`src/design/spcr_pkg.sv`:
```
`timescale 1ns / 1ps
`default_nettype none
// ----------------------------------------------------------------------------
// SPI path command receiver package
// Shared codes, constants and the controller command bundle.
// ----------------------------------------------------------------------------
package spcr_pkg;

  // Transaction kinds on the input channel.
  localparam logic [2:0] KIND_SPI     = 3'd0;
  localparam logic [2:0] KIND_RELEASE = 3'd1;
  localparam logic [2:0] KIND_POS_WR  = 3'd2;
  localparam logic [2:0] KIND_FORCE   = 3'd3;
  localparam logic [2:0] KIND_PATH_RD = 3'd4;

  // Protocol bytes and reset values.
  localparam logic [7:0] POLL_BYTE   = 8'd254;
  localparam logic [7:0] AWAIT_BYTE  = 8'd255;
  localparam logic [7:0] ROLE_AWAIT  = 8'd2;
  localparam logic [7:0] ROLE_LEAD   = 8'd1;
  localparam logic [7:0] ROLE_FOLLOW = 8'd0;
  localparam logic [7:0] POSE_RESET  = 8'd10;
  localparam int         POS_COUNT   = 7;
  localparam logic [2:0] POS_LAST    = 3'd6;

  // Commands from the controller to the datapath.
  typedef struct packed {
    logic load;     // capture the accepted input transaction
    logic exec;     // apply the transaction to the state
    logic capture;  // latch the path table read data
  } ctl_cmd_t;

endpackage
`default_nettype wire

```
`src/design/spcr_ram.sv`:
```
`timescale 1ns / 1ps
`default_nettype none
// ----------------------------------------------------------------------------
// Generic single-port-write RAM
// One write port and one read port with registered read data.
// ----------------------------------------------------------------------------
module spcr_ram #(
  parameter int WIDTH = 8,
  parameter int DEPTH = 128
) (
  input  wire logic                     clk,
  input  wire logic                     wr_en,
  input  wire logic [$clog2(DEPTH)-1:0] wr_addr,
  input  wire logic [WIDTH-1:0]         wr_data,
  input  wire logic [$clog2(DEPTH)-1:0] rd_addr,
  output logic      [WIDTH-1:0]         rd_data
);

  logic [WIDTH-1:0] mem [DEPTH];
  logic [WIDTH-1:0] rd_data_r;

  // Write port and registered read port.
  always_ff @(posedge clk) begin
    if (wr_en) begin
      mem[wr_addr] <= wr_data;
    end
    rd_data_r <= mem[rd_addr];
  end

  assign rd_data = rd_data_r;

endmodule
`default_nettype wire

```
`src/design/spcr_ctrl.sv`:
```
`timescale 1ns / 1ps
`default_nettype none
// ----------------------------------------------------------------------------
// Receiver controller
// Sequences each transaction through execute, table read and result phases.
// ----------------------------------------------------------------------------
module spcr_ctrl (
  input  wire logic              clk,
  input  wire logic              rst_n,
  input  wire logic              in_valid,
  output logic                   in_ready,
  output logic                   out_valid,
  input  wire logic              out_ready,
  output spcr_pkg::ctl_cmd_t     cmd
);
  import spcr_pkg::*;

  localparam logic [1:0] ST_IDLE   = 2'd0;
  localparam logic [1:0] ST_EXEC   = 2'd1;
  localparam logic [1:0] ST_RDWAIT = 2'd2;
  localparam logic [1:0] ST_RESP   = 2'd3;

  logic [1:0] state_r;
  logic [1:0] state_nxt;

  // Next-state logic.
  always_comb begin
    state_nxt = state_r;
    unique case (state_r)
      ST_IDLE:   if (in_valid) state_nxt = ST_EXEC;
      ST_EXEC:   state_nxt = ST_RDWAIT;
      ST_RDWAIT: state_nxt = ST_RESP;
      ST_RESP:   if (out_ready) state_nxt = ST_IDLE;
      default:   state_nxt = ST_IDLE;
    endcase
  end

  always_ff @(posedge clk) begin
    if (!rst_n) begin
      state_r <= ST_IDLE;
    end else begin
      state_r <= state_nxt;
    end
  end

  // Handshake and datapath commands.
  assign in_ready    = (state_r == ST_IDLE);
  assign out_valid   = (state_r == ST_RESP);
  assign cmd.load    = in_ready && in_valid;
  assign cmd.exec    = (state_r == ST_EXEC);
  assign cmd.capture = (state_r == ST_RDWAIT);

`ifndef NO_ASSERTIONS
  // The two channels are never open at the same time.
  a_excl: assert property (@(posedge clk) disable iff (!rst_n)
    !(in_ready && out_valid)) else $error("input and output open together");

  // Execution is always followed by the read capture phase.
  a_seq: assert property (@(posedge clk) disable iff (!rst_n)
    cmd.exec |=> cmd.capture) else $error("capture did not follow execute");

  // A result that is not taken stays offered.
  a_hold: assert property (@(posedge clk) disable iff (!rst_n)
    (out_valid && !out_ready) |=> out_valid) else $error("result withdrawn");
`endif

endmodule
`default_nettype wire

```
`src/design/spcr_dp.sv`:
```
`timescale 1ns / 1ps
`default_nettype none
// ----------------------------------------------------------------------------
// Receiver datapath
// Protocol state, position store, path table and result registers.
// ----------------------------------------------------------------------------
module spcr_dp #(
  parameter int PATH_DEPTH = 128
) (
  input  wire logic               clk,
  input  wire logic               rst_n,
  input  spcr_pkg::ctl_cmd_t      cmd,
  input  wire logic [2:0]         in_kind,
  input  wire logic [7:0]         in_data_byte,
  input  wire logic [6:0]         in_entry_index,
  output logic                    reply_valid,
  output logic      [7:0]         reply_byte,
  output logic                    path_ready,
  output logic      [7:0]         agent_count,
  output logic      [7:0]         leader_code,
  output logic      [7:0]         stop_index,
  output logic      [7:0]         follower_vx,
  output logic      [7:0]         follower_vy,
  output logic      [7:0]         path_x,
  output logic      [7:0]         path_y
);
  import spcr_pkg::*;

  localparam int         AW      = $clog2(PATH_DEPTH);
  localparam logic [8:0] DEPTH_W = 9'(PATH_DEPTH);

  // Captured transaction.
  logic [2:0] kind_r;
  logic [7:0] byte_r;
  logic [6:0] idx_r;

  // Protocol state.
  logic [7:0] pos_r [POS_COUNT];
  logic [7:0] pos_nxt [POS_COUNT];
  logic [2:0] rptr_r, rptr_nxt;
  logic [7:0] agents_r, agents_nxt;
  logic [7:0] role_r, role_nxt;
  logic       ready_r, ready_nxt;
  logic       half_r, half_nxt;
  logic [7:0] pc_r, pc_nxt;
  logic [7:0] lastwp_r, lastwp_nxt;
  logic [7:0] pose_x_r, pose_x_nxt;
  logic [7:0] pose_y_r, pose_y_nxt;
  logic       pose_ptr_r, pose_ptr_nxt;
  logic       force_r, force_nxt;
  logic [7:0] first_r, first_nxt;
  logic [PATH_DEPTH-1:0] xvld_r, xvld_nxt;
  logic [PATH_DEPTH-1:0] yvld_r, yvld_nxt;

  // Result registers.
  logic       reply_valid_r, reply_valid_nxt;
  logic [7:0] reply_byte_r, reply_byte_nxt;
  logic [7:0] path_x_r, path_y_r;
  logic       rd_ok_r, rd_vx_r, rd_vy_r;

  // Table access.
  logic          x_we, y_we;
  logic [AW-1:0] wr_addr, rd_addr;
  logic [7:0]    x_q, y_q;
  logic [7:0]    idx_ext;
  logic          pc_in_rng, idx_in_rng;
  logic          agents_gt1, path_mode, follow_mode;
  logic [2:0]    rp;

  assign idx_ext     = {1'b0, idx_r};
  assign wr_addr     = pc_r[AW-1:0];
  assign rd_addr     = idx_ext[AW-1:0];
  assign pc_in_rng   = ({1'b0, pc_r} < DEPTH_W);
  assign idx_in_rng  = ({2'b00, idx_r} < DEPTH_W);
  assign agents_gt1  = (agents_r > 8'd1);
  assign path_mode   = (agents_r == 8'd1) || (agents_gt1 && role_r == ROLE_LEAD);
  assign follow_mode = agents_gt1 && (role_r == ROLE_FOLLOW);
  assign rp          = (rptr_r < 3'(POS_COUNT)) ? rptr_r : 3'd0;

  // Transaction capture.
  always_ff @(posedge clk) begin
    if (cmd.load) begin
      kind_r <= in_kind;
      byte_r <= in_data_byte;
      idx_r  <= in_entry_index;
    end
  end

  // State update for one transaction.
  always_comb begin
    pos_nxt         = pos_r;
    rptr_nxt        = rptr_r;
    agents_nxt      = agents_r;
    role_nxt        = role_r;
    ready_nxt       = ready_r;
    half_nxt        = half_r;
    pc_nxt          = pc_r;
    lastwp_nxt      = lastwp_r;
    pose_x_nxt      = pose_x_r;
    pose_y_nxt      = pose_y_r;
    pose_ptr_nxt    = pose_ptr_r;
    force_nxt       = force_r;
    first_nxt       = first_r;
    xvld_nxt        = xvld_r;
    yvld_nxt        = yvld_r;
    reply_valid_nxt = reply_valid_r;
    reply_byte_nxt  = reply_byte_r;
    x_we            = 1'b0;
    y_we            = 1'b0;
    if (cmd.load) begin
      reply_valid_nxt = 1'b0;
      reply_byte_nxt  = 8'd0;
    end else if (cmd.exec) begin
      unique case (kind_r)
        KIND_SPI: begin
          priority if (byte_r == POLL_BYTE) begin
            // Poll: return the next position byte.
            reply_valid_nxt = 1'b1;
            reply_byte_nxt  = pos_r[rp];
            rptr_nxt        = (rp == POS_LAST) ? 3'd0 : rp + 3'd1;
          end else if (agents_r == AWAIT_BYTE) begin
            agents_nxt = force_r ? 8'd1 : byte_r;
            force_nxt  = 1'b0;
          end else if (role_r == ROLE_AWAIT) begin
            role_nxt     = byte_r;
            pose_ptr_nxt = 1'b0;
          end else if (path_mode) begin
            // Coordinate pairs until a terminator pair.
            if (!ready_r) begin
              if (!half_r) begin
                first_nxt = byte_r;
                half_nxt  = 1'b1;
                if (pc_in_rng) begin
                  x_we              = 1'b1;
                  xvld_nxt[wr_addr] = 1'b1;
                end
              end else begin
                half_nxt = 1'b0;
                pc_nxt   = pc_r + 8'd1;
                if (pc_in_rng) begin
                  y_we              = 1'b1;
                  yvld_nxt[wr_addr] = 1'b1;
                end
                if (first_r == AWAIT_BYTE && byte_r == AWAIT_BYTE) begin
                  if (agents_gt1 && role_r == ROLE_LEAD) begin
                    pos_nxt[5] = 8'd1;
                    pos_nxt[6] = 8'd1;
                  end
                  ready_nxt  = 1'b1;
                  lastwp_nxt = pc_r - 8'd1;
                  pc_nxt     = 8'd0;
                  rptr_nxt   = 3'd0;
                end
              end
            end
          end else if (follow_mode) begin
            // Follower velocity pair.
            if (!pose_ptr_r) begin
              pose_x_nxt   = byte_r;
              pose_ptr_nxt = 1'b1;
            end else begin
              pose_y_nxt   = byte_r;
              ready_nxt    = 1'b1;
              pose_ptr_nxt = 1'b0;
              rptr_nxt     = 3'd0;
            end
          end
        end
        KIND_RELEASE: begin
          xvld_nxt   = '0;
          yvld_nxt   = '0;
          ready_nxt  = 1'b0;
          agents_nxt = AWAIT_BYTE;
          role_nxt   = ROLE_AWAIT;
        end
        KIND_POS_WR: begin
          if (idx_r < 7'(POS_COUNT)) begin
            pos_nxt[idx_r[2:0]] = byte_r;
          end
        end
        KIND_FORCE: begin
          force_nxt = 1'b1;
        end
        default: begin
        end
      endcase
    end
  end

  // Control state registers.
  always_ff @(posedge clk) begin
    if (!rst_n) begin
      for (int i = 0; i < POS_COUNT; i++) begin
        pos_r[i] <= 8'd0;
      end
      rptr_r        <= 3'd0;
      agents_r      <= AWAIT_BYTE;
      role_r        <= ROLE_AWAIT;
      ready_r       <= 1'b0;
      half_r        <= 1'b0;
      pc_r          <= 8'd0;
      lastwp_r      <= 8'd0;
      pose_x_r      <= POSE_RESET;
      pose_y_r      <= POSE_RESET;
      pose_ptr_r    <= 1'b0;
      force_r       <= 1'b0;
      first_r       <= 8'd0;
      xvld_r        <= '0;
      yvld_r        <= '0;
      reply_valid_r <= 1'b0;
      reply_byte_r  <= 8'd0;
    end else begin
      pos_r         <= pos_nxt;
      rptr_r        <= rptr_nxt;
      agents_r      <= agents_nxt;
      role_r        <= role_nxt;
      ready_r       <= ready_nxt;
      half_r        <= half_nxt;
      pc_r          <= pc_nxt;
      lastwp_r      <= lastwp_nxt;
      pose_x_r      <= pose_x_nxt;
      pose_y_r      <= pose_y_nxt;
      pose_ptr_r    <= pose_ptr_nxt;
      force_r       <= force_nxt;
      first_r       <= first_nxt;
      xvld_r        <= xvld_nxt;
      yvld_r        <= yvld_nxt;
      reply_valid_r <= reply_valid_nxt;
      reply_byte_r  <= reply_byte_nxt;
    end
  end

  // Path table, one memory per coordinate.
  spcr_ram #(.WIDTH(8), .DEPTH(PATH_DEPTH)) u_ram_x (
    .clk     (clk),
    .wr_en   (x_we),
    .wr_addr (wr_addr),
    .wr_data (byte_r),
    .rd_addr (rd_addr),
    .rd_data (x_q)
  );

  spcr_ram #(.WIDTH(8), .DEPTH(PATH_DEPTH)) u_ram_y (
    .clk     (clk),
    .wr_en   (y_we),
    .wr_addr (wr_addr),
    .wr_data (byte_r),
    .rd_addr (rd_addr),
    .rd_data (y_q)
  );

  // Table read: qualify with range and entry valid bits, then capture.
  always_ff @(posedge clk) begin
    if (cmd.exec) begin
      rd_ok_r <= (kind_r == KIND_PATH_RD) && idx_in_rng;
      rd_vx_r <= xvld_r[rd_addr];
      rd_vy_r <= yvld_r[rd_addr];
    end
    if (cmd.capture) begin
      path_x_r <= (rd_ok_r && rd_vx_r) ? x_q : 8'd0;
      path_y_r <= (rd_ok_r && rd_vy_r) ? y_q : 8'd0;
    end
  end

  assign reply_valid = reply_valid_r;
  assign reply_byte  = reply_byte_r;
  assign path_ready  = ready_r;
  assign agent_count = agents_r;
  assign leader_code = role_r;
  assign stop_index  = lastwp_r;
  assign follower_vx = pose_x_r;
  assign follower_vy = pose_y_r;
  assign path_x      = path_x_r;
  assign path_y      = path_y_r;

`ifndef NO_ASSERTIONS
  // The reply pointer only ever holds a position byte index.
  a_rptr: assert property (@(posedge clk) disable iff (!rst_n)
    rptr_r != 3'd7) else $error("reply pointer out of range");

  // A release empties the table and returns to the awaiting state.
  a_release: assert property (@(posedge clk) disable iff (!rst_n)
    (cmd.exec && kind_r == KIND_RELEASE) |=>
      (xvld_r == '0 && yvld_r == '0 && !ready_r && agents_r == AWAIT_BYTE))
    else $error("release did not clear state");

  // A reply is loaded only by a poll byte.
  a_reply: assert property (@(posedge clk) disable iff (!rst_n)
    (cmd.exec && !(kind_r == KIND_SPI && byte_r == POLL_BYTE)) |=> !reply_valid_r)
    else $error("reply loaded by a non-poll transaction");
`endif

endmodule
`default_nettype wire

```
`src/design/spi_path_command_receiver_core.sv`:
```
`timescale 1ns / 1ps
`default_nettype none
// ----------------------------------------------------------------------------
// SPI path command receiver core
// Top level: controller and datapath of the SPI path command receiver.
// ----------------------------------------------------------------------------
// A transaction is accepted in an idle cycle, executes in the next cycle and
// then waits in the read-wait state for the registered read port of the path
// table before its result is offered. The next transaction is accepted in the
// cycle after the result is taken, so the block takes no new transaction until
// the result of the last one has been taken. This sequence is set by the
// controller around the registered read port of the path table memory. Release
// clears the path table through per-entry valid bits; no clearing pass runs
// after reset.
// ----------------------------------------------------------------------------
module spi_path_command_receiver_core #(
  parameter int PATH_DEPTH = 128
) (
  input  wire logic       clk,
  input  wire logic       rst_n,
  input  wire logic       in_valid,
  output logic            in_ready,
  input  wire logic [2:0] in_kind,
  input  wire logic [7:0] in_data_byte,
  input  wire logic [6:0] in_entry_index,
  output logic            out_valid,
  input  wire logic       out_ready,
  output logic            out_reply_valid,
  output logic      [7:0] out_reply_byte,
  output logic            out_path_ready,
  output logic      [7:0] out_agent_count,
  output logic      [7:0] out_leader_code,
  output logic      [7:0] out_stop_index,
  output logic      [7:0] out_follower_vx,
  output logic      [7:0] out_follower_vy,
  output logic      [7:0] out_path_x,
  output logic      [7:0] out_path_y
);
  import spcr_pkg::*;

  ctl_cmd_t cmd;

  // Transaction sequencer.
  spcr_ctrl u_ctrl (
    .clk       (clk),
    .rst_n     (rst_n),
    .in_valid  (in_valid),
    .in_ready  (in_ready),
    .out_valid (out_valid),
    .out_ready (out_ready),
    .cmd       (cmd)
  );

  // Protocol state and path table.
  spcr_dp #(.PATH_DEPTH(PATH_DEPTH)) u_dp (
    .clk            (clk),
    .rst_n          (rst_n),
    .cmd            (cmd),
    .in_kind        (in_kind),
    .in_data_byte   (in_data_byte),
    .in_entry_index (in_entry_index),
    .reply_valid    (out_reply_valid),
    .reply_byte     (out_reply_byte),
    .path_ready     (out_path_ready),
    .agent_count    (out_agent_count),
    .leader_code    (out_leader_code),
    .stop_index     (out_stop_index),
    .follower_vx    (out_follower_vx),
    .follower_vy    (out_follower_vy),
    .path_x         (out_path_x),
    .path_y         (out_path_y)
  );

endmodule
`default_nettype wire

```
`config.mk`:
```
export PLATFORM = sky130hd
export DESIGN_NAME = spi_path_command_receiver_core
export DESIGN_NICKNAME = d
export VERILOG_FILES = /design/src/design/spcr_pkg.sv /design/src/design/spcr_ram.sv /design/src/design/spcr_ctrl.sv /design/src/design/spcr_dp.sv /design/src/design/spi_path_command_receiver_core.sv
export SDC_FILE = /design/constraint.sdc
export NUM_CORES = 2
export LEC_CHECK = 0
export BUFFER_PORTS_ARGS = -buffer_cell sky130_fd_sc_hd__buf_4
export CORE_ASPECT_RATIO = 0.8
export CORE_UTILIZATION = 51
export CTS_BUF_LIST = sky130_fd_sc_hd__clkbuf_8
export CTS_CLUSTER_SIZE = 14
export DETAILED_ROUTE_END_ITERATION = 10
export PLACE_DENSITY = 0.66
export SETUP_SLACK_MARGIN = 0.05
export SLEW_MARGIN = 20
export SYNTH_ARGS = -nofsm -noshare
export SYNTH_HDL_FRONTEND = slang
export SYNTH_HIERARCHICAL = 1
export SYNTH_SLANG_ARGS = --single-unit
```
`constraint.sdc`:
```
create_clock -name clk -period 7.24 [get_ports clk]
set_input_delay 1.086 -clock clk [delete_from_list [all_inputs] [get_ports clk]]
set_output_delay 1.086 -clock clk [all_outputs]
set_load 0.03 [all_outputs]
```
==> summary.md <==
| Metric | Value |
|---|---|
| Status | `finished, final reports clean` |
| Post CTS Setup Buffer Count | `0` |
| Achievable Freq | `167.9 MHz` |
| DR top layer | `met5` |
| P_leak | `33.93 nW` |
| RePlAce Congestion | `0.8567` |
| CP peak stage delay | `0.68 ns` |
| Hold path depth | `1` |
| Antenna violations before repair | `13` |
| Dpl cells | `7542` |
| Layout cells sized above 1 | `25.59%` |
| Routed length per instance | `30.12 µm` |
| Clock-pin transition on the worst setup and hold timing paths | `0.06 ns` |
| CTS H-tree depth | `5` |
| Worst-case clock skew | `0.1051 ns` |
| CTS Root Cell | `clkbuf_8` |
| Worst path slowest cell | `nand3_1` |
| EDFF count, synth | `2085` |
| DR WL met3 | `26.51 mm` |
| Initial DRC count | `6887` |
| Final ANT Viol Nets | `0` |
| Initial cell density of the core | `51.52%` |
| CP top delay family | `simple AND/OR/NAND/NOR gates` |
| Detailed Place HPWL | `148.3 mm` |
| Crit path kind | `reg -> reg` |
| Via-per-instance ratio | `6.383` |
| Max Slew Vio Count | `0` |
| Critical path buffers and inverters | `3` |
| CP endpoint kind | `flip-flop` |
| PwrDens | `291.0 nW/µm²` |
| CTS tree | `built` |
| Avg Inst Size Synth | `18.82 µm²` |
| # Max-Cap Violations | `0` |
| Nets@finish | `5433` |
| Layout area overhead | `11.03%` |
| I/O pins | `90` |
| Min cycle time layout | `5.957 ns` |
| PostCTS Resize Cnt | `0` |
| Detail Route met2 WL | `109.1 mm` |
| Worst-skew pair later-pin latency | `1.10 ns` |
| Site row count | `142` |
| Netlist cell types | `79` |
| Max transition margin | `25.29%` |
| Via count | `52500` |
| Die ar. | `191600 µm²` |
| Via count of the first global-routing pass | `50610` |
| Synthesis Warnings | `6` |
| Setup_tns | `0 ns` |
| Clock sink count | `2487` |
| TritonRoute pass-1 iters | `6` |
| Port bufs | `89` |
| Hold Path Sink | `u_dp/byte_r[3]$_DFFE_PP_` |
| Async SR Flop Fraction | `0%` |
| Setup crit start kind | `flip-flop` |
| Synth Instances | `5145` |
| Fin crit share | `82.28%` |
| Setup Viol. Count Final | `0` |
| R2R depth | `13` |
| Worst-Margin Slew | `1.121 ns` |
| Grt total ovfl | `0` |
| Most used DFF post-synth | `edfxtp_1` |
| Worst EP arrival | `6.59 ns` |
| Core Box Area | `188000 µm²` |
| Non-Filler Instances | `8225` |
| Clock buffer depth | `4` |
| Wl on met1 | `107.0 mm` |
| Req. time, crit path | `7.87 ns` |
| FF-to-FF setup slack | `1.28 ns` |
| WHS | `0.2172 ns` |
| Mapped Area | `96840 µm²` |
| First-pass GRT wire length | `361.6 mm` |
| Clock buffer count from CTS | `381` |
| Syn nets | `5173` |
| R2r startpoint | `u_ctrl/state_r[0]$_SDFFE_PN0P_` |
| HP Start | `in_data_byte[3]` |
| Chip Width | `489.2 µm` |
| Hold WC Path Type | `in -> reg` |
| Gr usage total | `26.04%` |
| Pin count of the biggest net entering global routing | `155` |
| Sequential-to-total area share from yosys stat | `72.96%` |
| Detailed Route WL | `247.7 mm` |
| Crit-path max FO | `15` |
| IR drop worst, VDD | `0.0001569 V` |
| Final Hold Fails | `0` |
| Total Power | `31.29 mW` |
| # DRC | `0` |
| Hold buffers post-CTS | `0` |
| Critical-path cell list | `inv_1 -> ha_1 -> and2_1 -> or3b_4 -> or3_4 -> nor4_2 -> nand4_1 -> nor2_1 -> buf_4 -> nor2b_1 -> nand3_1 -> buf_4 -> nor2_1` |
| Die height | `391.8 µm` |
| Synth Register Bits | `2487` |
| Reg-to-Reg End | `u_dp/u_ram_y/mem[38][3]$_DFFE_PP_` |
| Unrepaired setup endpoints after global routing | `false` |
[cell type report]
cell class                      count  area, µm²
Antenna cell                        8      20.02
Clock buffer                      404       5560
Clock inverter                    271       1499
Fill cell                       14120      80450
Inverter                           15      56.30
Multi-Input combinational cell   2320      24880
Sequential cell                  2487      70660
Tap cell                         2520       3153
Timing Repair Buffer              200       1693
[registers in the layout, summed over array words and instances, names as in the netlist, 2 cells and up]
name / flops
u_dp/stop_index: 8
u_dp/xvld_r: 128
u_dp/reply_byte: 8
u_dp/u_ram_x/rd_data: 8
u_dp/path_x: 8
u_dp/u_ram_y/rd_data: 8
u_dp/u_ram_x/mem: 1024
u_ctrl/state_r: 2
u_dp/kind_r: 3
u_dp/first_r: 8
u_dp/pos_r: 56
u_dp/path_y: 8
u_dp/yvld_r: 128
u_dp/idx_r: 7
u_dp/agent_count: 8
u_dp/leader_code: 8
u_dp/follower_vx: 8
u_dp/u_ram_y/mem: 1024
u_dp/follower_vy: 8
u_dp/pc_r: 8
u_dp/byte_r: 8
u_dp/rptr_r: 3
[per-layer routing]
layer / vias up / global-route usage (%)
met1: 27610 / 40.88
met2: 3016 / 36.69
li1: 21480 / -
met3: 385 / 6.169
met4: 4 / 6.412
met5: - / 0
[where the power goes]
part	internal (mW)	leakage (nW)	switching [mW]	total [mW]
Combinational	1.58	7.93	2.59	4.17
Sequential	16.0	22.0	0.0824	16.1
Clock	5.65	4.01	5.34	11.0
[cell usage after synthesis (all sizes together), types with 27 or more instances]
| cell | count | area share (%) |
|---|---|---|
| mux2 | 42 | 0.49 |
| a31oi | 56 | 0.36 |
| nor2 | 417 | 1.6 |
| nand2 | 305 | 1.2 |
| o21ai | 158 | 0.82 |
| nor2b | 27 | 0.18 |
| dfxtp | 402 | 8.3 |
| buf | 122 | 0.62 |
| mux4 | 699 | 16 |
| nand3 | 80 | 0.41 |
| a22o | 98 | 0.89 |
| a21oi | 88 | 0.46 |
| edfxtp | 2085 | 65 |
| mux2i | 52 | 0.54 |
| nor3 | 30 | 0.16 |
| clkbuf | 201 | 0.78 |
[placed cells by master (no fill, tap or decap), types with 51 or more instances in the layout]
| cell type | synthesis | routed |
|---|---|---|
| nor2_1 | 416 | 416 |
| inv_1 | 14 | 123 |
| mux4_2 | 699 | 699 |
| nand3_1 | 80 | 80 |
| buf_4 | 16 | 184 |
| o21ai_0 | 154 | 154 |
| dfxtp_1 | 402 | 399 |
| nand2_1 | 305 | 304 |
| a22o_1 | 98 | 98 |
| clkinv_1 | 1 | 93 |
| a31oi_1 | 56 | 56 |
| mux2i_1 | 51 | 51 |
| edfxtp_1 | 2085 | 2085 |
| a21oi_1 | 87 | 87 |
| clkbuf_8 | 0 | 404 |
[kinds of logic after synthesis]
| logic type | synth area share (%) |
|---|---|
| buffers and inverters | 1.460 |
| AOI/OAI and AO/OA | 3.770 |
| xor gates and xnor gates | 0.06331 |
| and+or+nand+nor | 4.381 |
| DFF | 72.96 |
| muxes | 17.29 |
| adders and majority gates | 0.07752 |
[through the flow]
stage                     util [%]  cell area, µm²  worst slack, ns
after floorplan                  -           96840           0.6483
after global placement       53.42          100400            1.115
after detailed placement     53.42          100400           0.9439
after CTS                    57.18          107500            1.456
after global routing         57.20          107500            1.095
final                        57.20          107500            1.283
[how the worst max path moves through the flow]
stage	start	endpoint	cells after the start
floorplan	u_dp/byte_r[0]$_DFFE_PP_	u_dp/u_ram_y/mem[110][0]$_DFFE_PP_	10
global placement	in_valid	u_dp/u_ram_y/mem[126][5]$_DFFE_PP_	12
detailed placement	in_valid	u_dp/u_ram_y/mem[126][5]$_DFFE_PP_	12
CTS	u_ctrl/state_r[1]$_SDFFE_PN0P_	u_dp/u_ram_y/mem[46][7]$_DFFE_PP_	13
global route	u_ctrl/state_r[1]$_SDFFE_PN0P_	u_dp/u_ram_y/mem[126][4]$_DFFE_PP_	13
finish	u_ctrl/state_r[0]$_SDFFE_PN0P_	u_dp/u_ram_y/mem[38][3]$_DFFE_PP_	13
(Power assumes the default switching activity.)
